`config.mk`:
```
export PLATFORM = sky130hd
export DESIGN_NAME = calendar_date_stepper_top_flat
export DESIGN_NICKNAME = d
export VERILOG_FILES = /design/src/cds_pkg.sv /design/src/cds_if.sv /design/src/cds_ctrl.sv /design/src/cds_dp.sv /design/src/calendar_date_stepper_top.sv /design/src/flat_wrapper.sv
export SDC_FILE = /design/constraint.sdc
export NUM_CORES = 1
export LEC_CHECK = 0
export BUFFER_PORTS_ARGS = -buffer_cell sky130_fd_sc_hd__clkbuf_2
export CORE_AREA = 4 4 186 188
export DETAILED_ROUTE_END_ITERATION = 8
export DIE_AREA = 0 0 190 192
export MAX_ROUTING_LAYER = met4
export PLACE_DENSITY = 0.45
export SLEW_MARGIN = 30
export SYNTH_ARGS = -nofsm -noshare
export SYNTH_HDL_FRONTEND = slang
export SYNTH_SLANG_ARGS = --single-unit
```
`constraint.sdc`:
```
create_clock -name clock -period 12.9 [get_ports clock]
set_input_delay 3.225 -clock clock [delete_from_list [all_inputs] [get_ports clock]]
set_output_delay 3.225 -clock clock [all_outputs]
set_load 0.02 [all_outputs]
```
`src/cds_pkg.sv`:
```
// ----------------------------------------------------------------------------
// cds_pkg: calendar date stepper shared definitions
// Command codes, controller/datapath bundles and calendar lookup functions.
// ----------------------------------------------------------------------------
package cds_pkg;

   localparam logic [1:0] CMD_LOAD = 2'd0;
   localparam logic [1:0] CMD_FWD  = 2'd1;
   localparam logic [1:0] CMD_BACK = 2'd2;
   localparam logic [1:0] CMD_READ = 2'd3;

   localparam logic signed [15:0] YEAR_LO = 16'sd1700;
   localparam logic signed [15:0] YEAR_HI = 16'sd2500;

   // multiplicative inverse of 25 modulo 2^16 and divisibility bounds
   localparam logic [15:0] INV25     = 16'd23593;
   localparam logic [15:0] DIV25_LIM = 16'd1310;
   localparam logic [15:0] DIV25_NEG = 16'd64226;

   typedef struct packed {
      logic capture;
      logic prep;
      logic step;
      logic wd1;
      logic wd2;
      logic finish;
   } cds_ctl_type;

   typedef struct packed {
      logic cnt_zero;
   } cds_sts_type;

   function automatic logic [4:0] days_in(input logic [3:0] month, input logic leap);
      logic [4:0] d;
      begin
         case (month)
            4'd2:                     d = leap ? 5'd29 : 5'd28;
            4'd4, 4'd6, 4'd9, 4'd11:  d = 5'd30;
            default:                  d = 5'd31;
         endcase
         return d;
      end
   endfunction

   function automatic logic [2:0] month_code(input logic [3:0] month, input logic leap);
      logic [2:0] c;
      begin
         case (month)
            4'd1:    c = leap ? 3'd6 : 3'd0;
            4'd2:    c = leap ? 3'd2 : 3'd3;
            4'd3:    c = 3'd3;
            4'd4:    c = 3'd6;
            4'd5:    c = 3'd1;
            4'd6:    c = 3'd4;
            4'd7:    c = 3'd6;
            4'd8:    c = 3'd2;
            4'd9:    c = 3'd5;
            4'd10:   c = 3'd0;
            4'd11:   c = 3'd3;
            4'd12:   c = 3'd5;
            default: c = 3'd0;
         endcase
         return c;
      end
   endfunction

   // century index counted from the 1700s
   function automatic logic [2:0] century_code(input logic [2:0] cidx);
      logic [2:0] c;
      begin
         case (cidx[1:0])
            2'd0:    c = 3'd4;
            2'd1:    c = 3'd2;
            2'd2:    c = 3'd0;
            default: c = 3'd6;
         endcase
         return c;
      end
   endfunction

   // 8 = 1 mod 7, so fold octal digits twice then correct once
   function automatic logic [2:0] mod7(input logic [7:0] x);
      logic [5:0] a;
      logic [3:0] b;
      begin
         a = 6'(x[7:3]) + 6'(x[2:0]);
         b = 4'(a[5:3]) + 4'(a[2:0]);
         if (b >= 4'd7) begin
            b = b - 4'd7;
         end
         return b[2:0];
      end
   endfunction

endpackage

```
`src/cds_if.sv`:
```
// ----------------------------------------------------------------------------
// cds_if: calendar date stepper channels
// Request and response valid/ready channels with their payloads.
// ----------------------------------------------------------------------------
interface cds_req_if;
   logic               valid;
   logic               ready;
   logic [1:0]         cmd;
   logic signed [15:0] load_year;
   logic [3:0]         load_month;
   logic [4:0]         load_day;
   logic [2:0]         load_known;
   logic [15:0]        day_count;

   modport source (
      output valid, cmd, load_year, load_month, load_day, load_known, day_count,
      input  ready
   );
   modport sink (
      input  valid, cmd, load_year, load_month, load_day, load_known, day_count,
      output ready
   );
endinterface

interface cds_rsp_if;
   logic               valid;
   logic               ready;
   logic signed [15:0] cur_year;
   logic [3:0]         cur_month;
   logic [4:0]         cur_day;
   logic [2:0]         cur_known;
   logic [2:0]         weekday;
   logic               weekday_valid;

   modport source (
      output valid, cur_year, cur_month, cur_day, cur_known, weekday, weekday_valid,
      input  ready
   );
   modport sink (
      input  valid, cur_year, cur_month, cur_day, cur_known, weekday, weekday_valid,
      output ready
   );
endinterface

```
`src/cds_ctrl.sv`:
```
// ----------------------------------------------------------------------------
// cds_ctrl: calendar date stepper controller
// Sequences capture, date update, day stepping, weekday and response.
// ----------------------------------------------------------------------------
module cds_ctrl import cds_pkg::*; (
   input  logic        clock,
   input  logic        reset,
   input  logic        req_valid,
   output logic        req_ready,
   output logic        rsp_valid,
   input  logic        rsp_ready,
   input  cds_sts_type sts,
   output cds_ctl_type ctl
);

   localparam logic [2:0] ST_IDLE = 3'd0;
   localparam logic [2:0] ST_PREP = 3'd1;
   localparam logic [2:0] ST_LEAP = 3'd2;
   localparam logic [2:0] ST_STEP = 3'd3;
   localparam logic [2:0] ST_WD1  = 3'd4;
   localparam logic [2:0] ST_WD2  = 3'd5;
   localparam logic [2:0] ST_FIN  = 3'd6;

   logic [2:0] state_ff, state_in;
   logic       rsp_valid_ff, rsp_valid_in;
   logic       out_free;

   assign req_ready = (state_ff == ST_IDLE);
   assign rsp_valid = rsp_valid_ff;
   assign out_free  = !rsp_valid_ff || rsp_ready;

   always_comb begin
      state_in   = state_ff;
      ctl        = '0;
      unique case (state_ff)
         ST_IDLE: begin
            if (req_valid) begin
               ctl.capture = 1'b1;
               state_in    = ST_PREP;
            end
         end
         ST_PREP: begin
            ctl.prep = 1'b1;
            state_in = ST_LEAP;
         end
         ST_LEAP: begin
            state_in = ST_STEP;
         end
         ST_STEP: begin
            if (sts.cnt_zero) begin
               state_in = ST_WD1;
            end else begin
               ctl.step = 1'b1;
            end
         end
         ST_WD1: begin
            ctl.wd1  = 1'b1;
            state_in = ST_WD2;
         end
         ST_WD2: begin
            ctl.wd2  = 1'b1;
            state_in = ST_FIN;
         end
         ST_FIN: begin
            if (out_free) begin
               ctl.finish = 1'b1;
               state_in   = ST_IDLE;
            end
         end
         default: begin
            state_in = ST_IDLE;
         end
      endcase
   end

   always_comb begin
      rsp_valid_in = rsp_valid_ff;
      if (rsp_valid_ff && rsp_ready) begin
         rsp_valid_in = 1'b0;
      end
      if (ctl.finish) begin
         rsp_valid_in = 1'b1;
      end
   end

   always_ff @(posedge clock) begin
      if (reset) begin
         state_ff     <= ST_IDLE;
         rsp_valid_ff <= 1'b0;
      end else begin
         state_ff     <= state_in;
         rsp_valid_ff <= rsp_valid_in;
      end
   end

endmodule

```
`src/cds_dp.sv`:
```
// ----------------------------------------------------------------------------
// cds_dp: calendar date stepper datapath
// Date registers, day counter, leap flag, weekday pipeline, output register.
// ----------------------------------------------------------------------------
module cds_dp import cds_pkg::*; #(
   parameter int COUNT_WIDTH = 16
) (
   input  logic               clock,
   input  logic               reset,
   input  cds_ctl_type        ctl,
   output cds_sts_type        sts,
   input  logic [1:0]         cmd,
   input  logic signed [15:0] load_year,
   input  logic [3:0]         load_month,
   input  logic [4:0]         load_day,
   input  logic [2:0]         load_known,
   input  logic [15:0]        day_count,
   output logic signed [15:0] cur_year,
   output logic [3:0]         cur_month,
   output logic [4:0]         cur_day,
   output logic [2:0]         cur_known,
   output logic [2:0]         weekday,
   output logic               weekday_valid
);

   logic [1:0]             cmd_ff;
   logic [COUNT_WIDTH-1:0] cnt_ff;
   logic signed [15:0]     ld_year_ff;
   logic [3:0]             ld_month_ff;
   logic [4:0]             ld_day_ff;
   logic [2:0]             ld_known_ff;

   logic signed [15:0]     year_ff;
   logic [3:0]             month_ff;
   logic [4:0]             day_ff;
   logic [2:0]             known_ff;
   logic                   leap_ff;

   logic                   wvalid_ff;
   logic [9:0]             off_ff;
   logic [2:0]             cidx_ff;
   logic [7:0]             sum_ff;

   logic signed [15:0]     out_year_ff;
   logic [3:0]             out_month_ff;
   logic [4:0]             out_day_ff;
   logic [2:0]             out_known_ff;
   logic [2:0]             out_wd_ff;
   logic                   out_wvalid_ff;

   // leap test
   logic [15:0] inv_prod;
   logic        div25;
   logic        leap_in;

   assign inv_prod = 16'(year_ff * INV25);
   assign div25    = (inv_prod <= DIV25_LIM) || (inv_prod >= DIV25_NEG);
   assign leap_in  = (year_ff[1:0] == 2'd0) && (!div25 || (year_ff[3:0] == 4'd0));

   // load clamping
   logic [3:0] lm_clamp;
   logic [4:0] ld_clamp;

   always_comb begin
      lm_clamp = ld_month_ff;
      if (ld_month_ff == 4'd0) begin
         lm_clamp = 4'd1;
      end else if (ld_month_ff > 4'd12) begin
         lm_clamp = 4'd12;
      end
      ld_clamp = (ld_day_ff == 5'd0) ? 5'd1 : ld_day_ff;
   end

   // one day step
   logic [5:0]         day_p1;
   logic [4:0]         lim;
   logic [3:0]         month_m1;
   logic signed [15:0] year_st;
   logic [3:0]         month_st;
   logic [4:0]         day_st;

   always_comb begin
      lim      = days_in(month_ff, leap_ff);
      day_p1   = 6'(day_ff) + 6'd1;
      month_m1 = month_ff - 4'd1;
      year_st  = year_ff;
      month_st = month_ff;
      day_st   = day_ff;
      if (cmd_ff == CMD_FWD) begin
         if (day_p1 > 6'(lim)) begin
            day_st = 5'd1;
            if (month_ff >= 4'd12) begin
               month_st = 4'd1;
               year_st  = year_ff + 16'sd1;
            end else begin
               month_st = month_ff + 4'd1;
            end
         end else begin
            day_st = day_p1[4:0];
         end
      end else begin
         if (day_ff > 5'd1) begin
            day_st = day_ff - 5'd1;
         end else if (month_ff > 4'd1) begin
            month_st = month_m1;
            day_st   = days_in(month_m1, leap_ff);
         end else begin
            month_st = 4'd12;
            year_st  = year_ff - 16'sd1;
            day_st   = days_in(4'd12, leap_ff);
         end
      end
   end

   // weekday stage 1
   logic       in_rng;
   logic [9:0] off_in;
   logic [2:0] cidx_in;

   always_comb begin
      in_rng  = (year_ff >= YEAR_LO) && (year_ff < YEAR_HI);
      off_in  = 10'(year_ff - YEAR_LO);
      cidx_in = 3'd0;
      for (int k = 1; k < 8; k++) begin
         if (off_in >= 10'(k * 100)) begin
            cidx_in = cidx_in + 3'd1;
         end
      end
   end

   // weekday stage 2
   logic [6:0] yy;
   logic [7:0] sum_in;

   always_comb begin
      yy     = 7'(off_ff - 10'(cidx_ff) * 10'd100);
      sum_in = 8'(day_ff) + 8'(month_code(month_ff, leap_ff)) + 8'(yy)
             + 8'(yy[6:2]) + 8'(century_code(cidx_ff));
   end

   assign sts.cnt_zero = (cnt_ff == '0);

   always_ff @(posedge clock) begin
      if (reset) begin
         year_ff  <= '0;
         month_ff <= 4'd1;
         day_ff   <= 5'd1;
         known_ff <= '0;
      end else if (ctl.prep) begin
         if (cmd_ff == CMD_LOAD) begin
            day_ff   <= ld_known_ff[0] ? ld_clamp : 5'd1;
            month_ff <= ld_known_ff[1] ? lm_clamp : 4'd1;
            year_ff  <= ld_known_ff[2] ? ld_year_ff : 16'sd0;
            known_ff <= ld_known_ff;
         end else if (cmd_ff == CMD_FWD || cmd_ff == CMD_BACK) begin
            if (!known_ff[0]) begin
               day_ff <= 5'd1;
            end
            if (!known_ff[1]) begin
               month_ff <= 4'd1;
            end
            if (!known_ff[2]) begin
               year_ff <= 16'sd0;
            end
            known_ff <= 3'b111;
         end
      end else if (ctl.step) begin
         year_ff  <= year_st;
         month_ff <= month_st;
         day_ff   <= day_st;
      end
   end

   always_ff @(posedge clock) begin
      leap_ff <= leap_in;
      if (ctl.capture) begin
         cmd_ff      <= cmd;
         cnt_ff      <= (cmd == CMD_FWD || cmd == CMD_BACK) ? COUNT_WIDTH'(day_count) : '0;
         ld_year_ff  <= load_year;
         ld_month_ff <= load_month;
         ld_day_ff   <= load_day;
         ld_known_ff <= load_known;
      end else if (ctl.step) begin
         cnt_ff <= cnt_ff - COUNT_WIDTH'(1);
      end
      if (ctl.wd1) begin
         wvalid_ff <= (known_ff == 3'b111) && in_rng;
         off_ff    <= off_in;
         cidx_ff   <= cidx_in;
      end
      if (ctl.wd2) begin
         sum_ff <= sum_in;
      end
      if (ctl.finish) begin
         out_year_ff   <= year_ff;
         out_month_ff  <= month_ff;
         out_day_ff    <= day_ff;
         out_known_ff  <= known_ff;
         out_wd_ff     <= wvalid_ff ? mod7(sum_ff) : 3'd0;
         out_wvalid_ff <= wvalid_ff;
      end
   end

   assign cur_year      = out_year_ff;
   assign cur_month     = out_month_ff;
   assign cur_day       = out_day_ff;
   assign cur_known     = out_known_ff;
   assign weekday       = out_wd_ff;
   assign weekday_valid = out_wvalid_ff;

endmodule

```
`src/calendar_date_stepper_top.sv`:
```
// ----------------------------------------------------------------------------
// calendar_date_stepper_top: Gregorian date register with day stepping
// Holds one date with per-field known bits; load, move forward/back, read.
// Usage:
//   req_chan carries one command per transaction (load, forward, back, read);
//   rsp_chan returns one transaction per command with the stored date,
//   known bits and weekday (0 Sunday .. 6 Saturday) plus its valid flag.
//   Moves advance one day per cycle through a single stepping unit; a move
//   of n days (n = low COUNT_WIDTH bits of day_count, 0 for load and read)
//   takes n steps before the weekday calculation starts.
//   Besides the steps, each command passes through date update, leap-flag
//   refresh, the end-of-count check, a two-stage weekday calculation and
//   the output register load.
//   Only one command is processed at a time; req_chan.ready is high while
//   the block is idle, including while a finished response waits.
//   If rsp_chan stalls, the block holds its next result until the output
//   register frees, and then accepts no new request until then.
//   Reset (synchronous) gives year 0, month 1, day 1, nothing known, and
//   drops any pending response.
// ----------------------------------------------------------------------------
module calendar_date_stepper_top import cds_pkg::*; #(
   parameter int COUNT_WIDTH = 16
) (
   input logic     clock,
   input logic     reset,
   cds_req_if.sink   req_chan,
   cds_rsp_if.source rsp_chan
);

   cds_ctl_type ctl;
   cds_sts_type sts;

   cds_ctrl u_ctrl (
      .clock     (clock),
      .reset     (reset),
      .req_valid (req_chan.valid),
      .req_ready (req_chan.ready),
      .rsp_valid (rsp_chan.valid),
      .rsp_ready (rsp_chan.ready),
      .sts       (sts),
      .ctl       (ctl)
   );

   cds_dp #(
      .COUNT_WIDTH (COUNT_WIDTH)
   ) u_dp (
      .clock         (clock),
      .reset         (reset),
      .ctl           (ctl),
      .sts           (sts),
      .cmd           (req_chan.cmd),
      .load_year     (req_chan.load_year),
      .load_month    (req_chan.load_month),
      .load_day      (req_chan.load_day),
      .load_known    (req_chan.load_known),
      .day_count     (req_chan.day_count),
      .cur_year      (rsp_chan.cur_year),
      .cur_month     (rsp_chan.cur_month),
      .cur_day       (rsp_chan.cur_day),
      .cur_known     (rsp_chan.cur_known),
      .weekday       (rsp_chan.weekday),
      .weekday_valid (rsp_chan.weekday_valid)
   );

endmodule

```
`src/flat_wrapper.sv`:
```
// flat-port wrapper written by rule: the top's interface ports become plain ports
module calendar_date_stepper_top_flat import cds_pkg::*;
#(
   parameter int COUNT_WIDTH = 16
)
  (clock, reset, req_chan_valid, req_chan_cmd, req_chan_load_year, req_chan_load_month, req_chan_load_day, req_chan_load_known, req_chan_day_count, req_chan_ready, rsp_chan_valid, rsp_chan_cur_year, rsp_chan_cur_month, rsp_chan_cur_day, rsp_chan_cur_known, rsp_chan_weekday, rsp_chan_weekday_valid, rsp_chan_ready);
  cds_req_if req_chan_i ();
  cds_rsp_if rsp_chan_i ();
  input logic clock;
  input logic reset;
  input wire logic [$bits(req_chan_i.valid)-1:0] req_chan_valid;
  input wire logic [$bits(req_chan_i.cmd)-1:0] req_chan_cmd;
  input wire logic [$bits(req_chan_i.load_year)-1:0] req_chan_load_year;
  input wire logic [$bits(req_chan_i.load_month)-1:0] req_chan_load_month;
  input wire logic [$bits(req_chan_i.load_day)-1:0] req_chan_load_day;
  input wire logic [$bits(req_chan_i.load_known)-1:0] req_chan_load_known;
  input wire logic [$bits(req_chan_i.day_count)-1:0] req_chan_day_count;
  output wire logic [$bits(req_chan_i.ready)-1:0] req_chan_ready;
  output wire logic [$bits(rsp_chan_i.valid)-1:0] rsp_chan_valid;
  output wire logic [$bits(rsp_chan_i.cur_year)-1:0] rsp_chan_cur_year;
  output wire logic [$bits(rsp_chan_i.cur_month)-1:0] rsp_chan_cur_month;
  output wire logic [$bits(rsp_chan_i.cur_day)-1:0] rsp_chan_cur_day;
  output wire logic [$bits(rsp_chan_i.cur_known)-1:0] rsp_chan_cur_known;
  output wire logic [$bits(rsp_chan_i.weekday)-1:0] rsp_chan_weekday;
  output wire logic [$bits(rsp_chan_i.weekday_valid)-1:0] rsp_chan_weekday_valid;
  input wire logic [$bits(rsp_chan_i.ready)-1:0] rsp_chan_ready;
  assign req_chan_i.valid = req_chan_valid;
  assign req_chan_i.cmd = req_chan_cmd;
  assign req_chan_i.load_year = req_chan_load_year;
  assign req_chan_i.load_month = req_chan_load_month;
  assign req_chan_i.load_day = req_chan_load_day;
  assign req_chan_i.load_known = req_chan_load_known;
  assign req_chan_i.day_count = req_chan_day_count;
  assign req_chan_ready = req_chan_i.ready;
  assign rsp_chan_valid = rsp_chan_i.valid;
  assign rsp_chan_cur_year = rsp_chan_i.cur_year;
  assign rsp_chan_cur_month = rsp_chan_i.cur_month;
  assign rsp_chan_cur_day = rsp_chan_i.cur_day;
  assign rsp_chan_cur_known = rsp_chan_i.cur_known;
  assign rsp_chan_weekday = rsp_chan_i.weekday;
  assign rsp_chan_weekday_valid = rsp_chan_i.weekday_valid;
  assign rsp_chan_i.ready = rsp_chan_ready;
  calendar_date_stepper_top #(.COUNT_WIDTH(COUNT_WIDTH)) u_core (.clock(clock), .reset(reset), .req_chan(req_chan_i), .rsp_chan(rsp_chan_i));
endmodule
```
==> impl_metrics.ini, run 1 <==
[yosys]
syn-num-nets = 1165
synth_warnings = 0
synth_top_area_frac = 0.297
ys_ff_latch = 130
synth_top_area_cell = edfxtp_1
synth_edf_count = 97
syn_inst = 952
syn_avg_cell_area_um2 = 10.3
synth_flop_cell = edfxtp_1
synth.most_common_cell = ha_1
seq_area_frac_synth = 0.364
synth_area_um2 = 9820
synthTopCellsByArea = edfxtp_1 (30%), ha_1 (17%), dfxtp_1 (6.7%)
synth_cell_type_count = 76
synth_common_cells = ha_1 (131), inv_1 (100), edfxtp_1 (97)
async_flop_share = 0

[worst_setup_path]
worstPathMaxFanout = 11
start_kind = flop
r2r-start = u_core.u_dp.year_ff[2]$_SDFFE_PP0P_
startpoint = u_core.u_dp.year_ff[2]$_SDFFE_PP0P_
cp.required_ns = 13.06
worstSetupPathType = flop to flop
worstSetupEndpointType = flop
crit_arrival_ns = 5.81

[detailed_routing]
drc_errors = 0
antenna_left = 0
wl_um = 24300
dr.pass1.iters = 4
viasPerCell = 4.73
drt_iter0_markers = 332
num_vias = 7055
avgRoutedWirePerCell_um = 16.2

[sta]
max_clock_freq_mhz = 177
clock_skew_ns = 0.0222
relSlewSlack = 0.375
period_needed_ns = 5.65
fin_setup_tns_ns = 0
finalSetupViolCount = 0
period_share = 0.438
hold_viol = 0
rsz0062_at_grt = no
tightest_slew_ns = 0.937
slew_violations = 0

[floorplanning]
design.die.area_um2 = 36500
rows = 67
start_util = 0.297
pin_count = 84
die_x_um = 190
die_h_um = 192
core_region_area_um2 = 33100

[final_layout]
drive_gt1_frac = 0.144
antenna_cells = 0
area_growth_pct = 15.4
ff_latch_area_um2 = 3570
multi_input_area_um2 = 5750
instances_no_fill = 1493
layout.nets = 1245
fin_area_um2 = 11300
nFillCells = 3402

[flow_run]
maxCapViolCount = 0

[placement]
dp_hpwl_um = 18400
placed_cells = 1461
gp_congestion = 0.874
place.port_buffers = 83
placed_cell_area_um2 = 10700

[clocking]
post_cts_buffers = 0
tritoncts = done
clockBufferDepth = 2
cts_buffers = 17
cts.sinks = 130
cts_resized = 0
clkTransAtPathRegs_ns = 0.06
root_buffer = clkbuf_16
h-tree-depth = 4
postCtsHoldBufs = 0
clk_latency_ns = 0.44

[grt]
grt_pass1_vias = 7048
grt.met3_usage = 0.0244
antenna_found_initial = 0
met2_usage = 0.205
grt_max_degree = 34
grtUsageMet1 = 0.200
grt_pass1_wl_um = 38600
gr-total-overflow = 0
grt_busiest_layer = met2
grt_usage = 0.139

[status]
outcome = complete, no violations

[power_and_ir_drop]
p_leak_nw = 4.77
power-per-cell-area_nw_per_um2 = 193
max-vdd-ir-drop_uv = 105

[hold_path]
worstHoldPathType = flop to flop
holdCritStartpoint = u_core.u_dp.wvalid_ff$_DFFE_PP_
==> layer usage <==
layer	share of wire	wire length, um
met1	0.52	12500
met2	0.44	10700
met3	0.034	835
met4	0.0079	191
met5	0	0
==> placed cells by master (no fill, tap or decap), types with 7 or more instances in the layout <==
cell	n
fa_1	32
a21o_1	17
edfxtp_1	97
nand2_1	57
a21oi_1	54
nand2b_1	7
clkbuf_2	83
xnor2_1	60
nor2_1	59
a211oi_1	15
inv_1	99
nor4_1	10
o21bai_1	7
clkbuf_16	17
o21ai_0	56
dfxtp_1	33
nor3_1	21
xor2_1	24
ha_1	131
a31oi_1	7
o21a_1	8
a221oi_2	7
==> critical path: stages (launching register included) <==
cell and delay, ns:
dfxtp_1 0.58, inv_1 0.25, ha_1 0.34, nor2b_2 0.23, o31ai_4 0.08, xnor2_1 0.45
nand2_1 0.13, nor3_1 0.30, ha_1 0.37, xor2_1 0.20, ha_1 0.29, mux2_2 0.27
ha_1 0.28, o21ai_0 0.08, o31ai_1 0.10, a21oi_1 0.23, inv_1 0.08, ha_1 0.31
nand2_1 0.06, o21ai_0 0.08, ha_1 0.29, nor2b_1 0.13, a31oi_1 0.15, o22ai_1 0.11
==> area by class of cell <==
cell class	count	area share
clock buffer	19	0.0382
clock inverter	13	0.0162
inverter	100	0.0331
multi-input combinational	694	0.507
sequential	130	0.315
tap	448	0.0494
timing repair buffer	89	0.0406
==> metrics by stage <==
step                power, mW  hold WS, ns  worst slack (ns)   util
global route             2.38        0.519              6.77  0.342
floorplan                1.43        0.403              7.62      -
detailed placement       1.68        0.478              7.24  0.324
finish                   2.19        0.488              7.25  0.342
CTS                      2.22        0.491              7.23  0.342
global placement         1.67        0.479              7.39  0.324
==> registers in the layout (all words and copies together), names as in the netlist, 4 cells and up <==
| register | cells |
|---|---|
| u_core.u_dp.year_ff | 16 |
| u_core.u_dp.cur_year | 16 |
| u_core.u_dp.sum_ff | 8 |
| u_core.u_dp.cur_month | 4 |
| u_core.u_dp.day_ff | 5 |
| u_core.u_dp.ld_month_ff | 4 |
| u_core.u_dp.cur_day | 5 |
| u_core.u_dp.cnt_ff | 16 |
| u_core.u_dp.month_ff | 4 |
| u_core.u_dp.ld_day_ff | 5 |
| u_core.u_dp.ld_year_ff | 16 |
| u_core.u_dp.off_ff | 7 |
==> path summary, 6_finish.rpt <==
path	to	slack, ns	cells after the start
worst max-delay path	u_core.u_dp.cidx_ff[1]$_DFFE_PP_	7.25	23
worst min-delay path	u_core.u_dp.weekday_valid$_DFFE_PP_	0.49	0
worst max register to register	u_core.u_dp.cidx_ff[1]$_DFFE_PP_	7.25	23
worst min register to register	u_core.u_dp.weekday_valid$_DFFE_PP_	0.49	0
==> logic make-up (layout without fill, tap and decap cells) <==
family                   after synthesis  count (layout)  share of synthesized area
AO/OA/AOI/OAI                        226             226                      0.157
multiplexers                           8               8                    0.00879
adder cells (fa/ha/maj)              164             164                      0.233
XOR/XNOR                              85              85                     0.0766
buffers and inverters                128             221                     0.0516
flip-flops                           130             130                      0.364
AND/OR/NAND/NOR                      211             211                      0.109
==> power by group <==
group | switching (mW) | internal [mW] | total [mW]
registers | 0.0752 | 0.530 | 0.605
clock network | 0.195 | 0.324 | 0.519
logic | 0.593 | 0.469 | 1.06
total | 0.863 | 1.32 | 2.19
No activity file was read; power rests on OpenSTA's default activity.
==> run 2: changes to the inputs <==
--- a/config.mk
+++ b/config.mk
@@ -10,7 +10,7 @@
 export DETAILED_ROUTE_END_ITERATION = 8
 export DIE_AREA = 0 0 190 192
 export MAX_ROUTING_LAYER = met4
-export PLACE_DENSITY = 0.45
+export PLACE_DENSITY = 0.46
 export SLEW_MARGIN = 30
 export SYNTH_ARGS = -nofsm -noshare
 export SYNTH_HDL_FRONTEND = slang
==> constraint.sdc (replaced) <==
create_clock -name clock -period 4.65 [get_ports clock]
set_input_delay 1.1625 -clock clock [delete_from_list [all_inputs] [get_ports clock]]
set_output_delay 1.1625 -clock clock [all_outputs]
set_load 0.02 [all_outputs]
==> run 2 against run 1 <==
Sequential share of layout area down 1.1 points. Via count up 2.7%. First-iteration DRC count up 10%. Maximum frequency up 27%. Sequential cell count unchanged. Critical path depth up 1. Final cell count up 2.4%. Design area up 3.8%. Global-route usage up 0.51 points. Die area unchanged. Worst hold slack better by 0.019 ns. Non-clock buffer count up 36. Critical endpoint unchanged.
==> impl_metrics.ini, run 2 (synthesized netlist as in run 1, its figures left out) <==
[status]
outcome = complete, no violations

[sta]
period_share = 0.958
setup_ws_ns = 0.195
fin_setup_tns_ns = 0
max_clock_freq_mhz = 224
tightest_slew_ns = 0.875
period_needed_ns = 4.46
hold_viol = 0
slew_violations = 0
clock_skew_ns = 0.0188
relSlewSlack = 0.416
finalSetupViolCount = 0
hold_slack_ns = 0.507

[worst_setup_path]
cp.required_ns = 4.83
crit_slowest_cell = dfxtp_4
worstSetupEndpointType = flop
max_stage_delay_ns = 0.37
r2r-start = u_core.u_dp.year_ff[4]$_SDFFE_PP0P_
crit_arrival_ns = 4.64
worstPathMaxFanout = 5
crit_top_cell = ha_1
startpoint = u_core.u_dp.year_ff[4]$_SDFFE_PP0P_
worstSetupPathType = flop to flop
start_kind = flop
worstPathCellList = inv_4, ha_4, nor2b_4, o31ai_4, xnor2_2, nand2_2, a21o_1, inv_2, ha_4, xor2_1, ha_1, mux2_2, ha_1, o21ai_0, o31ai_1, a21oi_1, inv_1, ha_1, nand2_1, o21ai_1, ha_1, nor2b_1, a31oi_1, o22ai_1

[clocking]
cts.sinks = 130
postCtsHoldBufs = 0
cts_buffers = 17
tritoncts = done
clockBufferDepth = 2
clk_latency_ns = 0.45
clkTransAtPathRegs_ns = 0.07
h-tree-depth = 4
root_buffer = clkbuf_16

[grt]
grt_pass1_vias = 7355
grt_max_degree = 34
antenna_found_initial = 0
grt_usage = 0.144
gr-total-overflow = 0
grt_pass1_wl_um = 40200

[detailed_routing]
antenna_left = 0
drt_iter0_markers = 366
num_vias = 7248
dr.pass1.iters = 5
wl_um = 24700
viasPerCell = 4.74
drc_errors = 0
avgRoutedWirePerCell_um = 16.1

[final_layout]
final_util = 0.355
layout.nets = 1281
antenna_cells = 0
drive_gt1_frac = 0.202
fin_area_um2 = 11800
final_common_cell = ha_1
area_growth_pct = 19.8
nFillCells = 3391
instances_no_fill = 1529
layout_common_cells = ha_1 (125), edfxtp_1 (97), inv_1 (95), clkbuf_2 (83), nor2_1 (59)

[placement]
placed_cell_area_um2 = 11000
place.port_buffers = 83
post-place-ws_ns = -0.0218
gp_congestion = 0.832
dp_hpwl_um = 18800
placed_cells = 1490

[hold_path]
holdCritStartpoint = u_core.u_dp.wvalid_ff$_DFFE_PP_
worstHoldPathType = flop to flop

[power_and_ir_drop]
max-vdd-ir-drop_uv = 273
p_leak_nw = 4.98
finalPower_mw = 6.14
power-per-cell-area_nw_per_um2 = 521

[floorplanning]
start_util = 0.297
core_region_area_um2 = 33100
rows = 67
die_x_um = 190
die_h_um = 192
design.die.area_um2 = 36500
pin_count = 84

[flow_run]
maxCapViolCount = 0
-- run 2: cell count changes in the layout (fill, tap and decap cells not counted), sizes merged --
cell | before | now
bufinv | 4 | 0
clkinv | 6 | 3
buf | 6 | 42
inv | 101 | 108
clkinvlp | 2 | 4
clkbuf | 102 | 100
-- run 2: area by class of cell --
cell class	instances	area [um2]	share of cell area
tap	448	561	0.0476
clock buffer	17	425	0.0361
inverter	100	382	0.0324
timing repair buffer	125	762	0.0647
sequential	130	3580	0.304
clock inverter	15	138	0.0117
multi-input combinational	694	5920	0.503
-- run 2: worst paths after layout --
kind | end | slack (ns) | cells past startpoint
worst min-delay path | u_core.u_dp.weekday_valid$_DFFE_PP_ | 0.51 | 0
worst max-delay path | u_core.u_dp.cidx_ff[1]$_DFFE_PP_ | 0.19 | 24
worst min register to register | u_core.u_dp.weekday_valid$_DFFE_PP_ | 0.51 | 0
worst max register to register | u_core.u_dp.cidx_ff[1]$_DFFE_PP_ | 0.19 | 24
-- run 2: per-layer routing --
layer / up-vias / GRT usage / wire length [um]
li1: 3664 / - / -
met3: 15 / 0.0264 / 900
met4: 0 / 0.0395 / 289
met2: 115 / 0.211 / 10600
met1: 3454 / 0.204 / 12900
met5: - / - / 0
-- run 2: report_power, final --
| group | leakage, nW | internal [mW] | total [mW] | switching [mW] |
|---|---|---|---|---|
| logic | 3.54 | 1.45 | 3.18 | 1.73 |
| clock network | 0.269 | 0.706 | 1.32 | 0.616 |
| registers | 1.17 | 1.47 | 1.63 | 0.159 |
-- run 2: worst max-delay path, delay by kind of cell, from the launching register on --
kind	cells	cell delay (ns)
compound gates	8	1.07
xor+xnor	2	0.32
fa+ha+maj	6	1.52
buf+inv	3	0.19
flops	1	0.37
mux	1	0.28
simple gates	4	0.42
-- run 2: repair_timing --
item / 4_1_cts / 5_1_grt
buffers inserted: 1 / 6
endpoints found under the setup margin: 2 / 3
pin swaps: 2 / 16
resized for setup: 4 / 35
